===== config.mk =====
export PLATFORM = sky130hd
export DESIGN_NAME = sab_ram
export DESIGN_NICKNAME = d
export VERILOG_FILES = /design/src/rtl/sab_ram.sv
export SDC_FILE = /design/constraint.sdc
export NUM_CORES = 1
export LEC_CHECK = 0
export BUFFER_PORTS_ARGS = -buffer_cell sky130_fd_sc_hd__buf_2
export CORE_ASPECT_RATIO = 2
export CORE_MARGIN = 2
export CORE_UTILIZATION = 35
export DETAILED_ROUTE_END_ITERATION = 10
export SLEW_MARGIN = 0
export SYNTH_ARGS = -nofsm -noshare
export SYNTH_HDL_FRONTEND = slang
export SYNTH_SLANG_ARGS = --single-unit
export TNS_END_PERCENT = 1

===== constraint.sdc =====
create_clock -name aclk -period 5.8 [get_ports aclk]
set_clock_uncertainty 0.15 [all_clocks]
set_input_delay 0.87 -clock aclk [delete_from_list [all_inputs] [get_ports aclk]]
set_output_delay 0.87 -clock aclk [all_outputs]
set_load 0.02 [all_outputs]

===== src/rtl/sab_ram.sv =====
`timescale 1ns / 1ps
// ----------------------------------------------------------------------------
// sab_ram
// Generic single-port RAM with registered read.
// ----------------------------------------------------------------------------
module sab_ram #(
    parameter int Width = 8,
    parameter int Depth = 16
) (
    input  logic                     aclk,
    input  logic                     we,
    input  logic [$clog2(Depth)-1:0] addr,
    input  logic [Width-1:0]         wdata,
    output logic [Width-1:0]         rdata
);

    logic [Width-1:0] mem [Depth];

    always_ff @(posedge aclk) begin
        if (we) begin
            mem[addr] <= wdata;
        end
        rdata <= mem[addr];
    end

endmodule


==> metrics.md, run 1 <==
| Metric | Value |
|---|---|
| Pin count of the biggest net entering global routing | 40 |
| Largest family of logic cells by synthesized area | multiplexers |
| Hold Path Origin | mem[7][6] |
| Overflow left after global routing | 0 |
| Initial antenna violation count | 0 |
| Fin. Hold Viols | 0 |
| Critical-path top delay cell | nor2_1 |
| DPL Wire Length | ~7.1 mm |
| Max-Cap Viols | 0 |
| Total Wirelength | between 10 and 15 mm |
| Detailed Routing Iterations Pass 1 | 4 |
| Hold path cells | 3 |
| CP Launch Type | input port |
| Simple-gate share of the synthesized area | 0.0321 |
| CP arrival | around 2.5 ns |
| Tcrit/Tclk final | 0.457 |
| Die width | approximately 89 µm |
| Final ANT Viol Nets | 0 |
| Status | finished, final reports clean |
| Initial Utilization | 0.355 |
| P_leak | roughly 1.9 nW |
| Max Clk Rate | 377 MHz |
| Dpl ws | ~2.7 ns |
| N_diodes | 0 |
| P&R area growth vs syn | 19.0% |
| Largest stage delay on the critical path | ~0.7 ns |
| DRC Markers | 0 |
| Mapped Cells | 230 |
| Total CTS buffers | 17 |
| Post-Syn Area | between 5000 and 6000 µm² |
| WL per Instance | between 20 and 25 µm |
| Yosys warns | 0 |
| Port bufs | 21 |
| Crit-path cells | buf_2, nand2b_1, nor2_1 |
| Skew-Pair Late Insertion Delay | 0.40 ns |
| Yosys reg bits | about 140 |
| Adder-cell share of the synthesized area | 0 |
| Critical path class | in2reg |
| Worst Hold Class | reg2reg |
| Slew Viols, Final | 0 |
| FP Rows | between 60 and 70 |
| # Post-CTS Setup Buffers | 0 |
| Multiplexer share of the synthesized area | 0.142 |
| Worst-Margin Slew | around 1.2 ns |
| Critical path fanouts, max | 39 |
| Pwr Density | just under 400 nW/µm² |
| Unrepaired setup endpoints after global routing | no |
| Top-area cell type share of the netlist area | 0.759 |
| Post-Synth XOR/XNOR Area | 0 |
| Boundary Pins | 22 |
| Tmin final | 2.65 ns |
| Reg clk slew, reported paths | around 0.060 ns |
| Max transition margin | 0.186 |
| Largest area contributor in the netlist | edfxtp_1 |
| R2R Path Start | mem[0][5] |
| Commonest cells after routing, fill and taps aside | 128 x edfxtp_1, 32 x mux4_2, 21 x buf_2 |
| CTS max path bufs | 2 |
| Setup slack, reg-to-reg | ~4.3 ns |
| Dpl cells | 435 |
| Yosys cell types | 18 |
| Syn_area_per_cell | around 22 µm² |
| Synth area leaders | edfxtp_1 76%, mux4_2 14%, dfxtp_1 3.2%, a22oi_1 2.4%, nor2_1 0.96% |
| Post-synthesis compound-gate area fraction | 0.0237 |
| Critical Path RT | about 5.7 ns |
| First-pass GRT wire length | around 16 mm |
| Core Region | roughly 14000 µm² |
| GPL Wtd Cong | approximately 0.8 |
| TritonCTS clock tree | yes |
| Post-Layout Cell Count | 466 |
| Worst Reg-to-Reg Cells | 3 |
| Iteration-0 DRC Markers | a little under 200 |
| CTS resizes | 0 |
| R2R Path End | rdata[5] |
| Register area share after synthesis | 0.790 |
| Die Footprint | 15500 µm² |
| Worst Hold End | rdata[6] |
| Final setup fails | 0 |
| Critical Path Sink Type | register |
| Setup WS post-layout | around 3.1 ns |
| Vias in the first global route | 2558 |
| Chip height | roughly 170 µm |
| Post-CTS Hold Buffers | 0 |
| Mapped Nets | around 240 |
| Total global-route track usage | 0.150 |
| Avg Vias per Cell | 4.90 |
| Layout Nets | around 280 |
| Peak VDD IR | 0.000165 V |
| Layout cells sized above 1 | 0.314 |
| Routed vias | 2285 |
| Most common cell after layout, fill and taps aside | edfxtp_1 |
| Htree depth | 4 |
| Post-layout util | 0.423 |
| Clock sink count | 136 |
| Setup TNS | 0 ns |
| CTS Root Cell | clkbuf_16 |
## registers in the layout (all words and copies together) (netlist names)
name,flops
rdata,8
mem,128
## routing by layer
| metal | up-vias | GRT usage | wire length, µm |
|---|---|---|---|
| li1 | 1023 | - | - |
| met2 | 71 | 0.260 | 5900 |
| met3 | 22 | 0.0347 | 406 |
| met1 | 1169 | 0.159 | 3610 |
| met5 | - | 0 | 0 |
| met4 | 0 | 0.0877 | 503 |
## cells in the mapped netlist, drive strengths merged
master,count
edfxtp,128
mux4,32
a22oi,16
nor2,13
nand2,9
buf,8
dfxtp,8
nor3,4
clkbuf,3
nand2b,2
nand3b,2
nor2b,2
and2,1
nand3,1
or3b,1
## stage by stage
step	hold slack [ns]	instance area, µm²	power [mW]
finish	0.540	6030	2.40
global route	0.567	6030	2.47
CTS	0.540	6030	2.42
detailed placement	0.527	5380	1.24
global placement	0.521	5380	1.24
floorplan	0.485	5070	1.19
## kinds of logic (layout without fill, tap and decap cells)
group | Yosys count | in the layout
AOI/OAI and AO/OA | 16 | 16
buffers and inverters | 11 | 55
muxes | 32 | 32
DFF | 136 | 136
and+or+nand+nor | 35 | 35
## critical path: cells and delay by family
family        cells  cell delay [ns]
buf+inv           1             0.68
simple gates      2             0.96
## layout make-up
type                       count  area (µm²)
fill                        1275        8240
sequential                   136        4000
multi-input combinational     83        1000
clock buffer                  18         429
tap                          192         240
clock inverter                13         226
timing repair buffer          24         128
## power breakdown
part           internal, mW  switching (mW)
Sequential             1.10         0.00641
Clock                 0.802           0.381
Combinational        0.0401          0.0688
## worst max-delay path by stage
stage / start / end / cells past startpoint
detailed placement: addr[1] / mem[10][4] / 3
CTS: addr[1] / mem[10][0] / 3
global placement: addr[1] / mem[11][6] / 3
finish: addr[1] / mem[10][0] / 3
global route: addr[1] / mem[10][0] / 3
floorplan: addr[2] / mem[0][0] / 2
No activity file was read; power rests on OpenSTA's default activity.
==> run 2, diff against run 1 <==
==> constraint.sdc (replaced) <==
create_clock -name aclk -period 2.4 [get_ports aclk]
set_clock_uncertainty 0.15 [all_clocks]
set_input_delay 0.36 -clock aclk [delete_from_list [all_inputs] [get_ports aclk]]
set_output_delay 0.36 -clock aclk [all_outputs]
set_load 0.02 [all_outputs]
==> metrics.md, run 2 (synthesis results as in run 1) <==
| Metric | Value |
|---|---|
| Max transition margin | 0.590 (+0.405) |
| Unrepaired setup endpoints after global routing | no |
| Fillers | 1266 (-0.71%) |
| Slew Viols, Final | 0 (unchanged) |
| Die Footprint | 15500 µm² (unchanged) |
| Htree depth | 4 (unchanged) |
| Layout cells sized above 1 | 0.363 (+0.0488) |
| Worst Hold Class | in2reg |
| CP arrival | 1.66 ns (-0.87 ns) |
| Pwr Total | 5.45 mW (+130%) |
| Clock sink count | 136 (unchanged) |
| Post-Layout Cell Count | 487 (+4.5%) |
| Hold path cells | 1 (-2) |
| Fin. Hold Viols | 0 (unchanged) |
| Critical path class | in2reg |
| Peak VDD IR | 0.000380 V (+130%) |
| Total global-route track usage | 0.137 (-0.0125) |
| Avg Vias per Cell | 4.86 (-0.79%) |
| DRC Markers | 0 (unchanged) |
| Worst Reg-to-Reg Cells | 3 (unchanged) |
| Setup slack, reg-to-reg | 0.97 ns (-3.29 ns) |
| GPL Wtd Cong | 0.728 (-11%) |
| Crit. Startpoint | addr[0] |
| First-pass GRT wire length | 15.0 mm (-5.7%) |
| Setup TNS | 0 ns (unchanged) |
| Worst-Margin Slew | 0.612 ns (-0.600 ns) |
| Total Wirelength | 10.0 mm (-4.1%) |
| Tmin final | around 1.5 ns |
| Initial antenna violation count | 0 (unchanged) |
| Chip height | 174 µm (unchanged) |
| Pin count of the biggest net entering global routing | 40 (unchanged) |
| Boundary Pins | 22 (unchanged) |
| Dpl cells | 455 (+4.6%) |
| Status | finished, final reports clean |
| Max Clk Rate | roughly 660 MHz |
| Final ANT Viol Nets | 0 (unchanged) |
| P_leak | 2.02 nW (+3.7%) |
| CTS Root Cell | clkbuf_16 |
| Port bufs | 21 (unchanged) |
| Critical Path RT | 2.54 ns (-3.14 ns) |
| Layout Nets | 296 (+7.2%) |
| Most common cell after layout, fill and taps aside | edfxtp_1 |
| Post-CTS Hold Buffers | 0 (unchanged) |
| Skew-Pair Late Insertion Delay | 0.41 ns (about the same) |
| Max reg flops | 128 (unchanged) |
| # Post-CTS Setup Buffers | 0 (unchanged) |
| Critical-path top delay cell | mux4_2 |
| Tcrit/Tclk final | 0.634 |
| Core Region | 14300 µm² (unchanged) |
| P&R area growth vs syn | 20.7% |
| Routed vias | 2369 (+3.7%) |
| WL per Instance | 20.5 µm (-8.2%) |
| Vias in the first global route | 2520 (-1.5%) |
| Pwr Density | 890 nW/µm² (+120%) |
| CTS max path bufs | 2 (unchanged) |
| Critical Path Sink Type | register |
| Initial Utilization | 0.355 (unchanged) |
| Worst Hold End | mem[4][5] |
| Die width | 89.1 µm (unchanged) |
| Hold WS | 0.187 ns (-0.353 ns) |
| Crit-path cells | buf_2, buf_12, mux4_2, a22oi_1, nand2_1 |
| Final setup fails | 0 (unchanged) |
| FP Rows | 62 (unchanged) |
| Biggest register | mem |
| Commonest cells after routing, fill and taps aside | 128 x edfxtp_1, 32 x mux4_2, 22 x buf_4 |
| Detailed Routing Iterations Pass 1 | 4 (unchanged) |
| Iteration-0 DRC Markers | 170 (-12%) |
| Total CTS buffers | 17 (unchanged) |
| Regs by FF count | mem: 128 flops, rdata: 8 flops |
| Largest stage delay on the critical path | 0.56 ns (-0.14 ns) |
| Overflow left after global routing | 0 (unchanged) |
| N_diodes | 0 (unchanged) |
| Hold Path Origin | wdata[5] |
| Reg clk slew, reported paths | 0.06 ns (about the same) |
| R2R Path End | rdata[7] |
| DPL Wire Length | 7.00 mm (-1.6%) |
| Max-Cap Viols | 0 (unchanged) |
| CP Launch Type | input port |
| CTS resizes | 0 (unchanged) |
| Critical path fanouts, max | 39 (unchanged) |
| TritonCTS clock tree | yes |
| R2R Path Start | mem[0][7] |
-- run 2: final cells by class --
cell class | count | area, µm² | area share
multi-input cells | 83 | 1000 | 0.164
clock buffers | 18 | 429 | 0.0702
well taps | 192 | 240 | 0.0393
repair buffers | 44 | 290 | 0.0475
flip-flops and latches | 136 | 4000 | 0.655
clock inverters | 14 | 149 | 0.0243
-- run 2: layer usage --
metal  GRT usage  share of wire  up-vias
met5           0              0        -
met4      0.0541          0.019        0
met3      0.0271          0.024       18
met2       0.260           0.61       44
met1       0.141           0.35     1239
li1            -              -     1068
-- run 2: through the flow --
step	utilization	worst slack (ns)	area (µm²)
after detailed placement	0.388	0.458	5540
after CTS	0.428	0.890	6120
after global placement	0.388	0.466	5540
after floorplan	-	0.397	5070
final	0.428	0.878	6120
after global routing	0.428	0.820	6120
-- run 2: critical path: cells and delay by family --
| family | cells | cell delay [ns] |
|---|---|---|
| compound gates | 1 | 0.25 |
| buf+inv | 2 | 0.39 |
| simple gates | 1 | 0.08 |
| mux | 1 | 0.56 |
-- run 2: worst max-delay path by stage --
stage,to,slack (ns),depth (start not counted)
2_1_floorplan,mem[0][0],0.40,2
3_3_place_gp,rdata[3],0.47,5
3_5_place_dp,rdata[7],0.46,5
4_1_cts,rdata[7],0.89,5
5_1_grt,rdata[7],0.82,5
6_report,rdata[7],0.88,5
-- run 2: power by group --
group,switching [mW],internal [mW],leakage [nW]
registers,0.0154,2.66,1.22
clock network,0.980,1.53,0.275
logic,0.153,0.107,0.520
